## config.mk

```make
export PLATFORM = sky130hd
export DESIGN_NAME = pipeline_hazard_control
export DESIGN_NICKNAME = d
export VERILOG_FILES = /design/src/hw/rtl/phc_pkg.sv /design/src/hw/rtl/phc_csr.sv /design/src/hw/rtl/phc_core.sv /design/src/hw/rtl/pipeline_hazard_control.sv
export SDC_FILE = /design/constraint.sdc
export NUM_CORES = 1
export LEC_CHECK = 0
export ABC_CLOCK_PERIOD_IN_PS = 3600
export BUFFER_PORTS_ARGS = -buffer_cell sky130_fd_sc_hd__buf_2
export CORE_MARGIN = 2
export CORE_UTILIZATION = 46
export DETAILED_ROUTE_END_ITERATION = 6
export HOLD_SLACK_MARGIN = 0.12
export PLACE_DENSITY = 0.73
export SYNTH_ARGS = -nofsm -noshare
export SYNTH_HDL_FRONTEND = slang
export SYNTH_SLANG_ARGS = --single-unit
```

## constraint.sdc

```tcl
create_clock -name clock -period 3.6 [get_ports clock]
set_input_delay 0 -clock clock [delete_from_list [all_inputs] [get_ports clock]]
set_output_delay 0 -clock clock [all_outputs]
set_load 0.005 [all_outputs]
```

## src/hw/rtl/phc_pkg.sv

```systemverilog
// ----------------------------------------------------------------------------
// phc_pkg
// Types and constants of the pipeline hazard and forwarding control.
// ----------------------------------------------------------------------------
package phc_pkg;

   // architectural register count; indexes at or above it are not registers
   localparam int REG_COUNT = 32;

   typedef enum logic [1:0] {
      KIND_ORDINARY = 2'd0,
      KIND_BRANCH   = 2'd1,
      KIND_JUMP     = 2'd2,
      KIND_RETURN   = 2'd3
   } kind_type;

   // EX operand source selects
   localparam logic [1:0] FWD_LATCH = 2'd0;
   localparam logic [1:0] FWD_EXMEM = 2'd1;
   localparam logic [1:0] FWD_MEMWB = 2'd2;

   // CSR word index of forward_enable
   localparam logic CSR_IDX_FWD_EN = 1'b0;

   typedef struct packed {
      logic       valid;
      logic [4:0] src_a;
      logic       a_used;
      logic [4:0] src_b;
      logic       b_used;
      logic [4:0] dest;
      logic       reg_write;
      logic       mem_read;
      kind_type   kind;
   } stage_ctl_type;

   typedef struct packed {
      logic       fetch_valid;
      logic [4:0] new_src_a;
      logic       new_src_a_used;
      logic [4:0] new_src_b;
      logic       new_src_b_used;
      logic [4:0] new_dest;
      logic       new_reg_write;
      logic       new_mem_read;
      kind_type   new_kind;
      logic       ex_branch_taken;
   } req_item_type;

   typedef struct packed {
      logic       fetch_taken;
      logic       stall_res;
      logic       flush;
      logic       stop_fetch;
      logic [1:0] fwd_a;
      logic [1:0] fwd_b;
      logic       retire;
      logic       wb_enable;
      logic [4:0] wb_reg;
      logic       drained;
   } rsp_item_type;

endpackage

```

## src/hw/rtl/phc_csr.sv

```systemverilog
// ----------------------------------------------------------------------------
// phc_csr
// APB register slave holding the forwarding enable.
// ----------------------------------------------------------------------------
module phc_csr (
   input  logic        clock,
   input  logic        reset,
   input  logic        csr_psel,
   input  logic        csr_penable,
   input  logic        csr_pwrite,
   input  logic [2:0]  csr_paddr,
   input  logic [31:0] csr_pwdata,
   output logic [31:0] csr_prdata,
   output logic        csr_pready,
   output logic        forward_enable
);

   logic fwd_en_ff;
   logic fwd_en_in;
   logic wr_hit;

   assign csr_pready = 1'b1;
   assign wr_hit = csr_psel && csr_penable && csr_pwrite && csr_pready &&
                   (csr_paddr[2] == phc_pkg::CSR_IDX_FWD_EN);

   always_comb begin
      fwd_en_in = fwd_en_ff;
      if (wr_hit) begin
         fwd_en_in = csr_pwdata[0];
      end
   end

   always_ff @(posedge clock) begin
      if (reset) begin
         fwd_en_ff <= 1'b1;
      end else begin
         fwd_en_ff <= fwd_en_in;
      end
   end

   // low bits of the address are ignored; any word past the list reads zero
   always_comb begin
      csr_prdata = 32'd0;
      if (csr_paddr[2] == phc_pkg::CSR_IDX_FWD_EN) begin
         csr_prdata = {31'd0, fwd_en_ff};
      end
   end

   assign forward_enable = fwd_en_ff;

endmodule

```

## src/hw/rtl/phc_core.sv

```systemverilog
// ----------------------------------------------------------------------------
// phc_core
// Pipeline latch control state and the per-tick hazard, flush and
// forwarding decision.
// ----------------------------------------------------------------------------
module phc_core (
   input  logic                   clock,
   input  logic                   reset,
   input  logic                   advance,
   input  logic                   forward_enable,
   input  phc_pkg::req_item_type  item,
   output phc_pkg::rsp_item_type  result
);

   phc_pkg::stage_ctl_type decode_ff, decode_in;
   phc_pkg::stage_ctl_type execute_ff, execute_in;
   phc_pkg::stage_ctl_type memory_ff, memory_in;
   phc_pkg::stage_ctl_type writeback_ff, writeback_in;
   phc_pkg::stage_ctl_type offered;
   logic                   halted_ff, halted_in;
   logic                   raw_stall;
   logic                   flush;
   logic                   stop;
   logic                   stall;
   logic                   take;
   logic                   wb;

   function automatic logic is_real_reg(logic [4:0] r);
      return (r != 5'd0) && (int'(r) < phc_pkg::REG_COUNT);
   endfunction

   function automatic logic produces(phc_pkg::stage_ctl_type p);
      return p.valid && p.reg_write && is_real_reg(p.dest);
   endfunction

   function automatic logic conflicts(phc_pkg::stage_ctl_type p,
                                      phc_pkg::stage_ctl_type c);
      return produces(p) &&
             ((c.a_used && is_real_reg(c.src_a) && (c.src_a == p.dest)) ||
              (c.b_used && is_real_reg(c.src_b) && (c.src_b == p.dest)));
   endfunction

   // a load in EX/MEM has no data yet, so it only forwards from MEM/WB
   function automatic logic [1:0] select_source(logic fwd_en, logic used,
                                                logic [4:0] r,
                                                phc_pkg::stage_ctl_type mem,
                                                phc_pkg::stage_ctl_type wbl);
      logic [1:0] sel;
      sel = phc_pkg::FWD_LATCH;
      if (fwd_en && used && is_real_reg(r)) begin
         if (produces(mem) && !mem.mem_read && (mem.dest == r)) begin
            sel = phc_pkg::FWD_EXMEM;
         end else if (produces(wbl) && (wbl.dest == r)) begin
            sel = phc_pkg::FWD_MEMWB;
         end
      end
      return sel;
   endfunction

   always_comb begin
      offered.valid     = 1'b1;
      offered.src_a     = item.new_src_a;
      offered.a_used    = item.new_src_a_used;
      offered.src_b     = item.new_src_b;
      offered.b_used    = item.new_src_b_used;
      offered.dest      = item.new_dest;
      offered.reg_write = item.new_reg_write;
      offered.mem_read  = item.new_mem_read;
      offered.kind      = item.new_kind;
   end

   always_comb begin
      raw_stall = 1'b0;
      if (decode_ff.valid) begin
         if (forward_enable) begin
            raw_stall = execute_ff.valid && execute_ff.mem_read &&
                        conflicts(execute_ff, decode_ff);
         end else begin
            raw_stall = conflicts(execute_ff, decode_ff) ||
                        conflicts(memory_ff, decode_ff);
         end
      end
   end

   always_comb begin
      flush = 1'b0;
      stop  = 1'b0;
      if (execute_ff.valid) begin
         unique case (execute_ff.kind)
            phc_pkg::KIND_RETURN: begin
               flush = 1'b1;
               stop  = 1'b1;
            end
            phc_pkg::KIND_JUMP: begin
               flush = 1'b1;
            end
            phc_pkg::KIND_BRANCH: begin
               flush = item.ex_branch_taken;
            end
            phc_pkg::KIND_ORDINARY: begin
               flush = 1'b0;
            end
         endcase
      end
   end

   // flush wins over a stall
   assign stall = raw_stall && !flush;
   assign take  = item.fetch_valid && !halted_ff && !stall;
   assign wb    = writeback_ff.valid && writeback_ff.reg_write &&
                  (int'(writeback_ff.dest) < phc_pkg::REG_COUNT);

   always_comb begin
      result.fetch_taken = take;
      result.stall_res   = stall;
      result.flush       = flush;
      result.stop_fetch  = stop;
      result.fwd_a       = phc_pkg::FWD_LATCH;
      result.fwd_b       = phc_pkg::FWD_LATCH;
      if (execute_ff.valid) begin
         result.fwd_a = select_source(forward_enable, execute_ff.a_used,
                                      execute_ff.src_a, memory_ff, writeback_ff);
         result.fwd_b = select_source(forward_enable, execute_ff.b_used,
                                      execute_ff.src_b, memory_ff, writeback_ff);
      end
      result.retire    = execute_ff.valid;
      result.wb_enable = wb;
      result.wb_reg    = wb ? writeback_ff.dest : 5'd0;
      result.drained   = halted_ff && !decode_ff.valid && !execute_ff.valid &&
                         !memory_ff.valid && !writeback_ff.valid;
   end

   always_comb begin
      writeback_in = writeback_ff;
      memory_in    = memory_ff;
      execute_in   = execute_ff;
      decode_in    = decode_ff;
      halted_in    = halted_ff;
      if (advance) begin
         writeback_in = memory_ff;
         memory_in    = execute_ff;
         execute_in   = (flush || stall) ? phc_pkg::stage_ctl_type'('0) : decode_ff;
         if (flush) begin
            decode_in = '0;
         end else if (!stall) begin
            decode_in = take ? offered : phc_pkg::stage_ctl_type'('0);
         end
         halted_in = halted_ff || stop;
      end
   end

   always_ff @(posedge clock) begin
      if (reset) begin
         decode_ff    <= '0;
         execute_ff   <= '0;
         memory_ff    <= '0;
         writeback_ff <= '0;
         halted_ff    <= 1'b0;
      end else begin
         decode_ff    <= decode_in;
         execute_ff   <= execute_in;
         memory_ff    <= memory_in;
         writeback_ff <= writeback_in;
         halted_ff    <= halted_in;
      end
   end

endmodule

```

## src/hw/rtl/pipeline_hazard_control.sv

```systemverilog
// ----------------------------------------------------------------------------
// pipeline_hazard_control
// Hazard, forwarding and flush control of a five-stage in-order pipeline:
// one request transfer per clock tick, one response transfer per tick.
// ----------------------------------------------------------------------------
//   channel   direction  role
//   req_*     in         tick: offered instruction control + EX branch outcome
//   rsp_*     out        tick decision: stall, flush, forwarding, write-back
//   csr_*     in/out     APB register port, forward_enable at word 0
//
// A tick is registered at the input, decided in one pass through phc_core
// and registered at the output: one tick per cycle unless the output stalls.
// The latch state advances in the cycle the tick moves into the output
// register. A stalled output holds its transfer while the input register
// still takes one more tick. Reset empties all latches and sets
// forward_enable.
// ----------------------------------------------------------------------------
module pipeline_hazard_control (
   input  logic        clock,
   input  logic        reset,
   input  logic        req_tvalid,
   output logic        req_tready,
   // [0] fetch_valid, [5:1] new_src_a, [6] new_src_a_used, [11:7] new_src_b,
   // [12] new_src_b_used, [17:13] new_dest, [18] new_reg_write,
   // [19] new_mem_read, [21:20] new_kind, [22] ex_branch_taken, [23] zero
   input  logic [23:0] req_tdata,
   output logic        rsp_tvalid,
   input  logic        rsp_tready,
   // [0] fetch_taken, [1] stall_res, [2] flush, [3] stop_fetch, [5:4] fwd_a,
   // [7:6] fwd_b, [8] retire, [9] wb_enable, [14:10] wb_reg, [15] drained
   output logic [15:0] rsp_tdata,
   input  logic        csr_psel,
   input  logic        csr_penable,
   input  logic        csr_pwrite,
   input  logic [2:0]  csr_paddr,
   input  logic [31:0] csr_pwdata,
   output logic [31:0] csr_prdata,
   output logic        csr_pready
);

   phc_pkg::req_item_type in_item_ff, in_item_in, req_item;
   phc_pkg::rsp_item_type rsp_item_ff, rsp_item_in, core_result;
   logic                  in_valid_ff, in_valid_in;
   logic                  rsp_valid_ff, rsp_valid_in;
   logic                  advance;
   logic                  req_xfer;
   logic                  forward_enable;

   always_comb begin
      req_item.fetch_valid     = req_tdata[0];
      req_item.new_src_a       = req_tdata[5:1];
      req_item.new_src_a_used  = req_tdata[6];
      req_item.new_src_b       = req_tdata[11:7];
      req_item.new_src_b_used  = req_tdata[12];
      req_item.new_dest        = req_tdata[17:13];
      req_item.new_reg_write   = req_tdata[18];
      req_item.new_mem_read    = req_tdata[19];
      req_item.new_kind        = phc_pkg::kind_type'(req_tdata[21:20]);
      req_item.ex_branch_taken = req_tdata[22];
   end

   assign advance    = in_valid_ff && (!rsp_valid_ff || rsp_tready);
   assign req_tready = !in_valid_ff || advance;
   assign req_xfer   = req_tvalid && req_tready;

   always_comb begin
      in_valid_in  = in_valid_ff;
      in_item_in   = in_item_ff;
      rsp_valid_in = rsp_valid_ff;
      rsp_item_in  = rsp_item_ff;
      if (req_xfer) begin
         in_valid_in = 1'b1;
         in_item_in  = req_item;
      end else if (advance) begin
         in_valid_in = 1'b0;
      end
      if (advance) begin
         rsp_valid_in = 1'b1;
         rsp_item_in  = core_result;
      end else if (rsp_tready) begin
         rsp_valid_in = 1'b0;
      end
   end

   always_ff @(posedge clock) begin
      if (reset) begin
         in_valid_ff  <= 1'b0;
         rsp_valid_ff <= 1'b0;
      end else begin
         in_valid_ff  <= in_valid_in;
         rsp_valid_ff <= rsp_valid_in;
      end
   end

   always_ff @(posedge clock) begin
      in_item_ff  <= in_item_in;
      rsp_item_ff <= rsp_item_in;
   end

   phc_csr u_csr (
      .clock          (clock),
      .reset          (reset),
      .csr_psel       (csr_psel),
      .csr_penable    (csr_penable),
      .csr_pwrite     (csr_pwrite),
      .csr_paddr      (csr_paddr),
      .csr_pwdata     (csr_pwdata),
      .csr_prdata     (csr_prdata),
      .csr_pready     (csr_pready),
      .forward_enable (forward_enable)
   );

   phc_core u_core (
      .clock          (clock),
      .reset          (reset),
      .advance        (advance),
      .forward_enable (forward_enable),
      .item           (in_item_ff),
      .result         (core_result)
   );

   assign rsp_tvalid = rsp_valid_ff;
   assign rsp_tdata  = {rsp_item_ff.drained, rsp_item_ff.wb_reg, rsp_item_ff.wb_enable,
                        rsp_item_ff.retire, rsp_item_ff.fwd_b, rsp_item_ff.fwd_a,
                        rsp_item_ff.stop_fetch, rsp_item_ff.flush,
                        rsp_item_ff.stall_res, rsp_item_ff.fetch_taken};

endmodule

```

==> results of run 1 <==
-- power groups by stage --
stage / Sequential [W] / Clock (W) / Combinational [W]
3_3_place_gp: 0.00128 / 0 / 0.000108
3_5_place_dp: 0.00128 / 0 / 0.000111
2_1_floorplan: 0.00127 / 0 / 0.0000963
5_1_grt: 0.00126 / 0.000926 / 0.000154
4_1_cts: 0.00125 / 0.000869 / 0.000135
6_report: 0.00125 / 0.000856 / 0.000136
-- worst register-to-register path, cell delays in order (launching register included) --
cell     delay, ps
dfxtp_1        580
or4_1          180
nor2_1          40
nor4b_1        590
o21ai_2        140
and2_1         440
o21a_1         310
-- placed cells by master, fill, tap and decap left out, types with 6 or more instances in the layout --
cell type,instances
or4_1,6
nand3_1,6
a32o_1,21
buf_4,8
nand4_1,24
nor3_1,6
edfxtp_1,39
nor2_1,11
buf_2,50
nor4_1,9
clkbuf_8,10
dfxtp_1,63
conb_1,32
and3_1,6
dlygate4sd3_1,30
xnor2_1,22
a21oi_1,42
xor2_1,18
nand2_1,56
-- cells by family (layout without fill, tap and decap cells) --
| family | after synthesis | after routing | share of synthesized area |
|---|---|---|---|
| AO/OA/AOI/OAI | 77 | 77 | 0.120 |
| XOR/XNOR | 40 | 40 | 0.0800 |
| buffers and inverters | 64 | 107 | 0.0891 |
| flip-flops | 102 | 102 | 0.555 |
| other | 2 | 32 | 0.00171 |
| AND/OR/NAND/NOR | 135 | 135 | 0.154 |
-- final timing paths --
kind	startpoint	endpoint	slack, ps	cells past startpoint
max	u_core.memory_ff[5]	rsp_tdata[0]	1070	6
min	csr_paddr[2]	csr_prdata[0]	230	3
max reg2reg	u_core.memory_ff[5]	rsp_tdata[0]	1070	6
min reg2reg	u_core.execute_ff[15]	u_core.execute_ff[15]	460	2
-- registers in the layout, indices dropped and copies added (netlist names) --
| signal | cells |
|---|---|
| u_core.execute_ff | 21 |
| u_core.decode_ff | 22 |
| in_item_ff | 23 |
| rsp_tvalid | 1 |
| u_core.halted_ff | 1 |
| u_core.result | 1 |
| u_core.writeback_ff | 7 |
| u_csr.forward_enable | 1 |
| in_valid_ff | 1 |
| u_core.memory_ff | 8 |
| rsp_tdata | 16 |
-- per-stage QoR --
step | util | worst slack, ps
floorplan | - | 1620
detailed placement | 0.497 | 1140
finish | 0.556 | 1070
global placement | 0.497 | 1250
global route | 0.556 | 922
CTS | 0.556 | 1140
-- per-layer routing --
layer,part of all wire,wire length (um),up-vias
met5,0,0,-
met4,0.018,163,0
met3,0.043,387,16
met2,0.50,4550,99
met1,0.44,3940,1516
li1,-,-,1586
-- cell type report --
class / count / area, um2
Fill cell: 774 / 4100
Sequential cell: 102 / 2430
Multi-Input combinational cell: 284 / 1680
Timing Repair Buffer: 88 / 611
Tap cell: 129 / 161
Clock buffer: 10 / 138
Clock inverter: 6 / 109
Inverter: 3 / 11.3
-- repair_timing --
action                                 in CTS  in global routing
gates resized for setup                     0                  0
endpoints found under the hold margin      41                  0
hold buffers                               30                  0
==> metrics, run 1 <==
initial antenna violation count=0; Worst-Margin Slew=978 ps; CTS tree=yes; Cells after DPL=576; cells after synthesis=420; Final nets=554; area share of the largest cell type after synthesis=0.288; synth top area cells=dfxtp_1, edfxtp_1, buf_4, a21oi_1, a32o_1; WHS=227 ps; global-route wire length before repair=14900 um; number of buffers and inverters on the critical path=0; top cells by count, synth=dfxtp_1, nand2_1, a21oi_1; fraction of registers with async set/reset=0; post-route cell area=5140 um2; register area share after synthesis=0.555; Post-synth EDFFs=39; setup repair bufs after CTS=0; Clk pwr share=0.381; std cell rows=35; share of cells above drive strength 1=0.156; Setup-failing EPs final=0; combinational fraction of design power=0.061; Die ar.=10300 um2; Area Overhead vs Synth=17.3%; P_leak=1.97 nW; f_max=0.396 GHz; most numerous cell in the Yosys netlist=dfxtp_1; Top FF cell, synth=dfxtp_1; warnings from Yosys=0; post-route clock period utilization=0.702; M3 GR Usage=0.0352; CTS Root Cell=clkbuf_8; Worst-path clk slew=90 ps; cell family with most CP delay=simple AND/OR/NAND/NOR gates; per-cell routed wire length=14.5 um; final WL=9040 um; Seq cells post-synth=102; Max Buffers Root-to-Sink=2; CP Capture Type=flop; Syn Area/Cell=10.4 um2; min-delay worst type=primary input to output port; Max Cap Viol=0; n_diodes=0; met2 usage=0.322; GRT Total Usage=0.186; Synth cell types=35; cts bufs inserted=9; startpoint types=flop; routability cong.=0.862; CP max FO=23; Setup Skew=7.46 ps; Worst EP required=3720 ps; Final min period=2530 ps; Cell Chain, Critical Path=or4_1 > nor2_1 > nor4b_1 > o21ai_2 > and2_1 > o21a_1; Skew-Pair Late Insertion Delay=360 ps; detailed-route via count=3217; 1st-pass router iterations=4; Slew HR=0.348; Reg power frac=0.558; RSZ-0062 raised after global routing=no; net switching power=0.000472 W; Net Sw Frac=0.210; Finished Layout Cells=622; I/O pins=117; Post-DP Area=4590 um2; Arr. time, crit path=2640 ps; final-report max-slew violation count=0; Setup CP Type=flop to flop; setup_tns=0 ps; Power Dens Cells=437 nW/um2; Die Width=102 um; top cell type by total area after synthesis=dfxtp_1; worst vdd ir=0.279 mV; synthesized cell area=4380 um2; Post-route DRC=0; Initial Util=0.474; DIE HEIGHT=102 um; met1 Usage GRT=0.224; H-Tree Level Count=3; final hold vios=0; Worst path slowest cell=nor4b_1; Initial DRC Count=162; vias in the first global route=3073; number of clock sinks=102; status=complete, no violations; Pint=0.00177 W; Final HPWL DP=6030 um; largest net degree at the start of global routing=34; Power, Total=0.00225 W; I/O Buffers=50; remaining antenna violation count=0; core footprint=9240 um2; global routing's busiest layer=met2; Max stage delay on crit path=590 ps; DR vias/cell=5.17; GRT overflow=0
Note: power is estimated with default switching activity, not from simulation.
==> inputs of run 2 (changes only) <==
ABC_AREA = 1   (was default)
ABC_CLOCK_PERIOD_IN_PS = 2480   (was 3600)
clock period = 2.48 ns   (was 3.6 ns; I/O delays follow)
==> run 2 against run 1 <==
Effect of this change: cell count is 18% higher; synthesized area is 6.2% higher; critical path depth is 1 higher; cell area is 3.5% higher; sequential power is 49% higher; total power is 38% higher; hold slack worse by 50 ps; largest power group unchanged; global-route usage is 0.40 points lower; sequential share of layout area is 1.6 points lower.
==> metrics, run 2 <==
status=complete, no violations; commonest non-fill, non-tap cell in the layout=nand2_1; CTS tree=yes; max reg flops=23 (unchanged); Max stage delay on crit path=560 ps (-30 ps); fin util=0.544 (-0.0121); H-Tree Level Count=3 (unchanged); Worst-path clk slew=90 ps (about the same); Post-DP Area=4840 um2 (+5.4%); post-route clock period utilization=0.817 (+0.115); hold-fix buffers at CTS=30 (unchanged); setup_tns=0 ps (unchanged); global-route wire length before repair=16100 um (+8.0%); core footprint=9770 um2 (+5.8%); Final Worst Setup Slack=453 ps (-620 ps); n_diodes=0 (unchanged); initial antenna violation count=0 (unchanged); cells after synthesis=532 (+27%); final WL=9890 um (+9.3%); Final min period=2030 ps (-500 ps); number of clock sinks=102 (unchanged); post-route cell area=5320 um2 (+3.5%); Synth cell types=30 (-14%); I/O pins=117 (unchanged); Setup CP Type=flop to flop; startpoint types=flop; CP Capture Type=flop; CTS Root Cell=clkbuf_8; Syn Area/Cell=8.74 um2 (-16%); synthesized cell area=4650 um2 (+6.2%); setup repair bufs after CTS=0 (unchanged); area share of the largest cell type after synthesis=0.271 (-0.0168); DIE HEIGHT=105 um (+2.9%); Post-synth EDFFs=39 (unchanged); Top FF cell, synth=dfxtp_1; per-cell routed wire length=13.4 um (-7.6%); number of buffers and inverters on the critical path=2 (+2); Cell Chain, Critical Path=inv_1 > o21ai_0 > inv_2 > nand3_2 > nand2_4 > nand2_1 > a21oi_2; Die ar.=10900 um2 (+6.0%); Final nets=664 (+20%); Top reg by flops=in_item_ff; Seq cells post-synth=102 (unchanged); RSZ-0062 raised after global routing=no; register area share after synthesis=0.523 (-0.0324); Post-route DRC=0 (unchanged); I/O Buffers=50 (unchanged); GRT Total Usage=0.182 (-0.00402); Arr. time, crit path=2320 ps (-320 ps); cell family with most CP delay=buffers and inverters; top cell type by total area after synthesis=dfxtp_1; Max Buffers Root-to-Sink=2 (unchanged); Power, Total=0.00311 W (+38%); most frequent cells in the layout=nand2_1, dfxtp_1, a21oi_1, nand4_1, buf_2; P_leak=2.12 nW (+7.4%); Initial DRC Count=213 (+31%); final hold vios=0 (unchanged); Setup Skew=10.5 ps (+3.06 ps); detailed-route via count=3677 (+14%); GRT overflow=0 (unchanged); top cells by count, synth=nand2_1, dfxtp_1, a21oi_1; Worst path slowest cell=inv_2; cts bufs inserted=9 (unchanged); post-cts resize count=0 (unchanged); Power Dens Cells=585 nW/um2 (+34%); Max Cap Viol=0 (unchanged); vias in the first global route=3449 (+12%); min-delay worst type=primary input to flop; routability cong.=0.862 (about the same); synth top area cells=dfxtp_1, edfxtp_1, nand2_1, nand4_1, a21oi_1; worst vdd ir=0.380 mV (+36%); Area Overhead vs Synth=14.3%; remaining antenna violation count=0 (unchanged); Initial Util=0.476 (+0.00187); share of cells above drive strength 1=0.139 (-0.0169); Die Width=105 um (+2.9%); DP Worst Slack=462 ps (-682 ps); std cell rows=36 (+2.9%); Final HPWL DP=6640 um (+10%); Slew HR=0.517 (+0.169); Skew-Pair Late Insertion Delay=350 ps (about the same); fraction of registers with async set/reset=0 (unchanged); warnings from Yosys=0 (unchanged); Top Registers=in_item_ff (23), u_core.decode_ff (22), u_core.execute_ff (21); final-report max-slew violation count=0 (unchanged); CP max FO=45 (+96%); largest net degree at the start of global routing=48 (+41%); Worst EP required=2770 ps (-950 ps); DR vias/cell=5.00 (-3.4%); 1st-pass router iterations=5 (+1); most numerous cell in the Yosys netlist=nand2_1; Worst-Margin Slew=724 ps (-254 ps); f_max=0.493 GHz (+25%); Setup-failing EPs final=0 (unchanged)
==> run 2: cell types whose count changed after synthesis, moves of 12 or more <==
cell	change
xnor2_1	-12
a32o_1	-21
a21oi_1	+15
nand2_1	+47
inv_1	+34
o21ai_0	+18
nor2_1	+23
nand4_1	+27
==> run 2: power breakdown <==
| group | internal (W) | total [W] | switching, W |
|---|---|---|---|
| registers | 0.00180 | 0.00186 | 0.0000543 |
| logic | 0.000128 | 0.000293 | 0.000165 |
| clock network | 0.000423 | 0.000956 | 0.000533 |
| total | 0.00236 | 0.00311 | 0.000752 |
==> run 2: area by class of cell <==
class / count / area (um2)
multi-input combinational: 356 / 1770
sequential: 102 / 2430
clock buffer: 12 / 156
clock inverter: 4 / 22.5
fill: 900 / 4460
inverter: 42 / 158
tap: 133 / 166
timing repair buffer: 87 / 616
==> run 2: logic make-up after synthesis <==
family          after synthesis  synth area share
compound gates               82            0.0925
other cells                   2           0.00161
simple gates                219             0.218
xor+xnor                     23            0.0433
buf+inv                     104             0.122
flops                       102             0.523
==> run 2: tightest hold or removal path, cell delays in order <==
cell and delay (ps):
buf_2 80, inv_1 210, o21ai_0 150, nor2_1 50
==> run 2: worst paths after layout <==
kind,start,endpoint,slack (ps),cells past startpoint
max,u_core.result[7],u_core.decode_ff[12],450,7
min,reset,u_core.writeback_ff[21],180,4
max reg2reg,u_core.result[7],u_core.decode_ff[12],450,7
min reg2reg,u_core.decode_ff[4],u_core.decode_ff[4],470,2
==> run 2: metrics by stage <==
step | std cells | hold slack (ps)
6_report | 736 | 177
5_1_grt | 736 | 203
4_1_cts | 736 | 160
3_5_place_dp | 690 | 178
3_3_place_gp | 690 | 176
2_1_floorplan | 562 | 31.1
==> run 2: layer usage <==
| layer | vias up | wire length, um | GRT usage |
|---|---|---|---|
| li1 | 1864 | - | - |
| met1 | 1705 | 4270 | 0.221 |
| met2 | 89 | 5030 | 0.317 |
| met3 | 19 | 344 | 0.0293 |
| met4 | 0 | 243 | 0.0820 |
| met5 | - | 0 | 0 |
==> inputs of run 3 (changes only) <==
ABC_CLOCK_PERIOD_IN_PS = 1700   (was 2480)
PLACE_DENSITY = 0.75   (was 0.73)
clock period = 1.7 ns   (was 2.48 ns; I/O delays follow)
==> run 3 against run 2 <==
Effect of this change: the run now ends with setup timing left; die area stayed put; clock skew down 0.75 ps; count of clock-buffer cells in the layout down 2; non-clock buffer count rose by 18; combinational power is 68% higher; hold slack worse by 53 ps; sequential power up 45%; global-route usage up 0.16 points; register-to-register slack worse by 500 ps; fmax rose by 16%; cell count grew 2.9%; routed wire length is 2.2% higher; critical path type unchanged; critical endpoint is now u_core.decode_ff[13]; highest routed layer unchanged.
==> metrics, run 3 (synthesis gave the netlist of run 2 again) <==
status=finished, violations left; failing checks=setup timing; Worst EP required=1990 ps (-780 ps); met1 WL=4270 um (about the same); WHS=123 ps (-53.2 ps); final WL=10100 um (+2.2%); CTS Root Cell=clkbuf_8; f_max=0.574 GHz (+16%); per-cell routed wire length=13.4 um (-0.63%); max reg flops=23 (unchanged); Arr. time, crit path=2030 ps (-290 ps); core footprint=9770 um2 (unchanged); I/O Buffers=50 (unchanged); Initial DRC Count=316 (+48%); remaining antenna violation count=0 (unchanged); routability cong.=0.886 (+2.8%); Final Worst Setup Slack=-42.7 ps (-496 ps); most used cell, CP=nand2_1; cts bufs inserted=9 (unchanged); Slew HR=0.638 (+0.122); Die ar.=10900 um2 (unchanged); Worst-path clk slew=100 ps (about the same); DIE HEIGHT=105 um (unchanged); CP Capture Type=flop; Setup CP Type=flop to flop; final-report max-slew violation count=0 (unchanged); Setup-failing EPs final=15 (+15); commonest non-fill, non-tap cell in the layout=nand2_1; Die Width=105 um (unchanged); Max stage delay on crit path=410 ps (-150 ps); initial antenna violation count=0 (unchanged); startpoint types=flop; Cell Chain, Critical Path=inv_1 > nand2_1 > nand2_1 > clkinv_1 > nand3_1 > nor2_1 > nand2_1 > nand2_1 > nand2_1 > nand2_2 > nand3_4 > nand2_4 > nand2_1 > a21oi_1; Max Buffers Root-to-Sink=2 (unchanged); share of cells above drive strength 1=0.244 (+0.104); I/O pins=117 (unchanged); most frequent cells in the layout=nand2_1, a21oi_1, nand4_1, buf_2, dfxtp_1; CP max FO=6 (-87%); Max Cap Viol=0 (unchanged); number of buffers and inverters on the critical path=2 (unchanged); CTS tree=yes; Final min period=1740 ps (-284 ps); cell family with most CP delay=simple AND/OR/NAND/NOR gates; min-delay worst type=primary input to flop; number of clock sinks=102 (unchanged); Top Registers=in_item_ff (23), u_core.decode_ff (22), u_core.execute_ff (21); Skew-Pair Late Insertion Delay=370 ps (+20 ps); Initial Util=0.476 (unchanged); Top reg by flops=in_item_ff; global-route wire length before repair=16300 um (+1.6%); post-route clock period utilization=1.03 (+0.208); vias in the first global route=3537 (+2.6%); routed wl met2=5020 um (-0.24%); internal reg-to-reg setup slack=-40 ps (-500 ps); detailed-route via count=3826 (+4.1%); DR vias/cell=5.05 (+1.2%); final hold vios=0 (unchanged); DR WL met3=522 um (+52%); Power Dens Cells=851 nW/um2 (+46%); Post-route DRC=0 (unchanged); largest net degree at the start of global routing=48 (unchanged); Area Overhead vs Synth=22.9%; top sig layer=met4; GRT overflow=0 (unchanged); Worst-Margin Slew=542 ps (-181 ps); Worst path slowest cell=dfxtp_4; RSZ-0062 raised after global routing=yes; 1st-pass router iterations=4 (-1); H-Tree Level Count=3 (unchanged); Setup Skew=9.76 ps (-0.754 ps); Final nets=685 (+3.2%); Final HPWL DP=6420 um (-3.3%); n_diodes=0 (unchanged); P_leak=2.27 nW (+7.4%); std cell rows=36 (unchanged); worst vdd ir=0.451 mV (+19%); setup_tns=-283 ps (-283 ps); GRT Total Usage=0.184 (+0.00157)
-- run 3: final timing paths --
check                  startpoint                    to  cells past startpoint
max          u_core.decode_ff[14]  u_core.decode_ff[13]                     14
min                  csr_paddr[2]  u_csr.forward_enable                      4
max reg2reg  u_core.decode_ff[14]  u_core.decode_ff[13]                     14
min reg2reg   u_core.decode_ff[6]   u_core.decode_ff[6]                      2
-- run 3: tightest hold or removal path: cells and delay by family --
kind / cells / cell delay, ps
simple gates: 1 / 50
compound gates: 1 / 140
buf+inv: 2 / 270
-- run 3: timing repair --
action                     CTS  global route
resized for setup           11            52
pin swaps                    1            11
hold endpoints to repair    26             0
hold buffers                29             0
gates cloned                 1             2
setup endpoints to repair   38            46
buffers inserted             2             3
-- run 3: area by class of cell --
class / count / area (um2)
Inverter: 42 / 164
Tap cell: 133 / 166
Sequential cell: 102 / 2490
Multi-Input combinational cell: 359 / 1890
Clock inverter: 6 / 85.1
Timing Repair Buffer: 105 / 792
Clock buffer: 10 / 138
Fill cell: 846 / 4060
-- run 3: per-stage QoR --
stage	utilization	setup slack (ps)	cells	area (um2)	power (W)
floorplan	-	41.0	562	4760	0.00307
global placement	0.508	30.0	704	4970	0.00314
detailed placement	0.508	-66.9	704	4970	0.00316
CTS	0.568	2.17	752	5560	0.00485
global route	0.585	-152	757	5720	0.00506
finish	0.585	-42.7	757	5720	0.00487
-- run 3: power breakdown --
| part | leakage (nW) | switching, W | total [W] | internal [W] |
|---|---|---|---|---|
| clock | 0.110 | 0.000813 | 0.00168 | 0.000864 |
| combinational | 1.26 | 0.000266 | 0.000491 | 0.000225 |
| sequential | 0.903 | 0.0000756 | 0.00270 | 0.00262 |
| total | 2.27 | 0.00115 | 0.00487 | 0.00371 |
-- run 3: layer usage --
metal	global-route usage	vias to the layer above
li1	-	1912
met1	0.231	1779
met2	0.305	112
met3	0.0306	23
met4	0.0927	0
met5	0	-
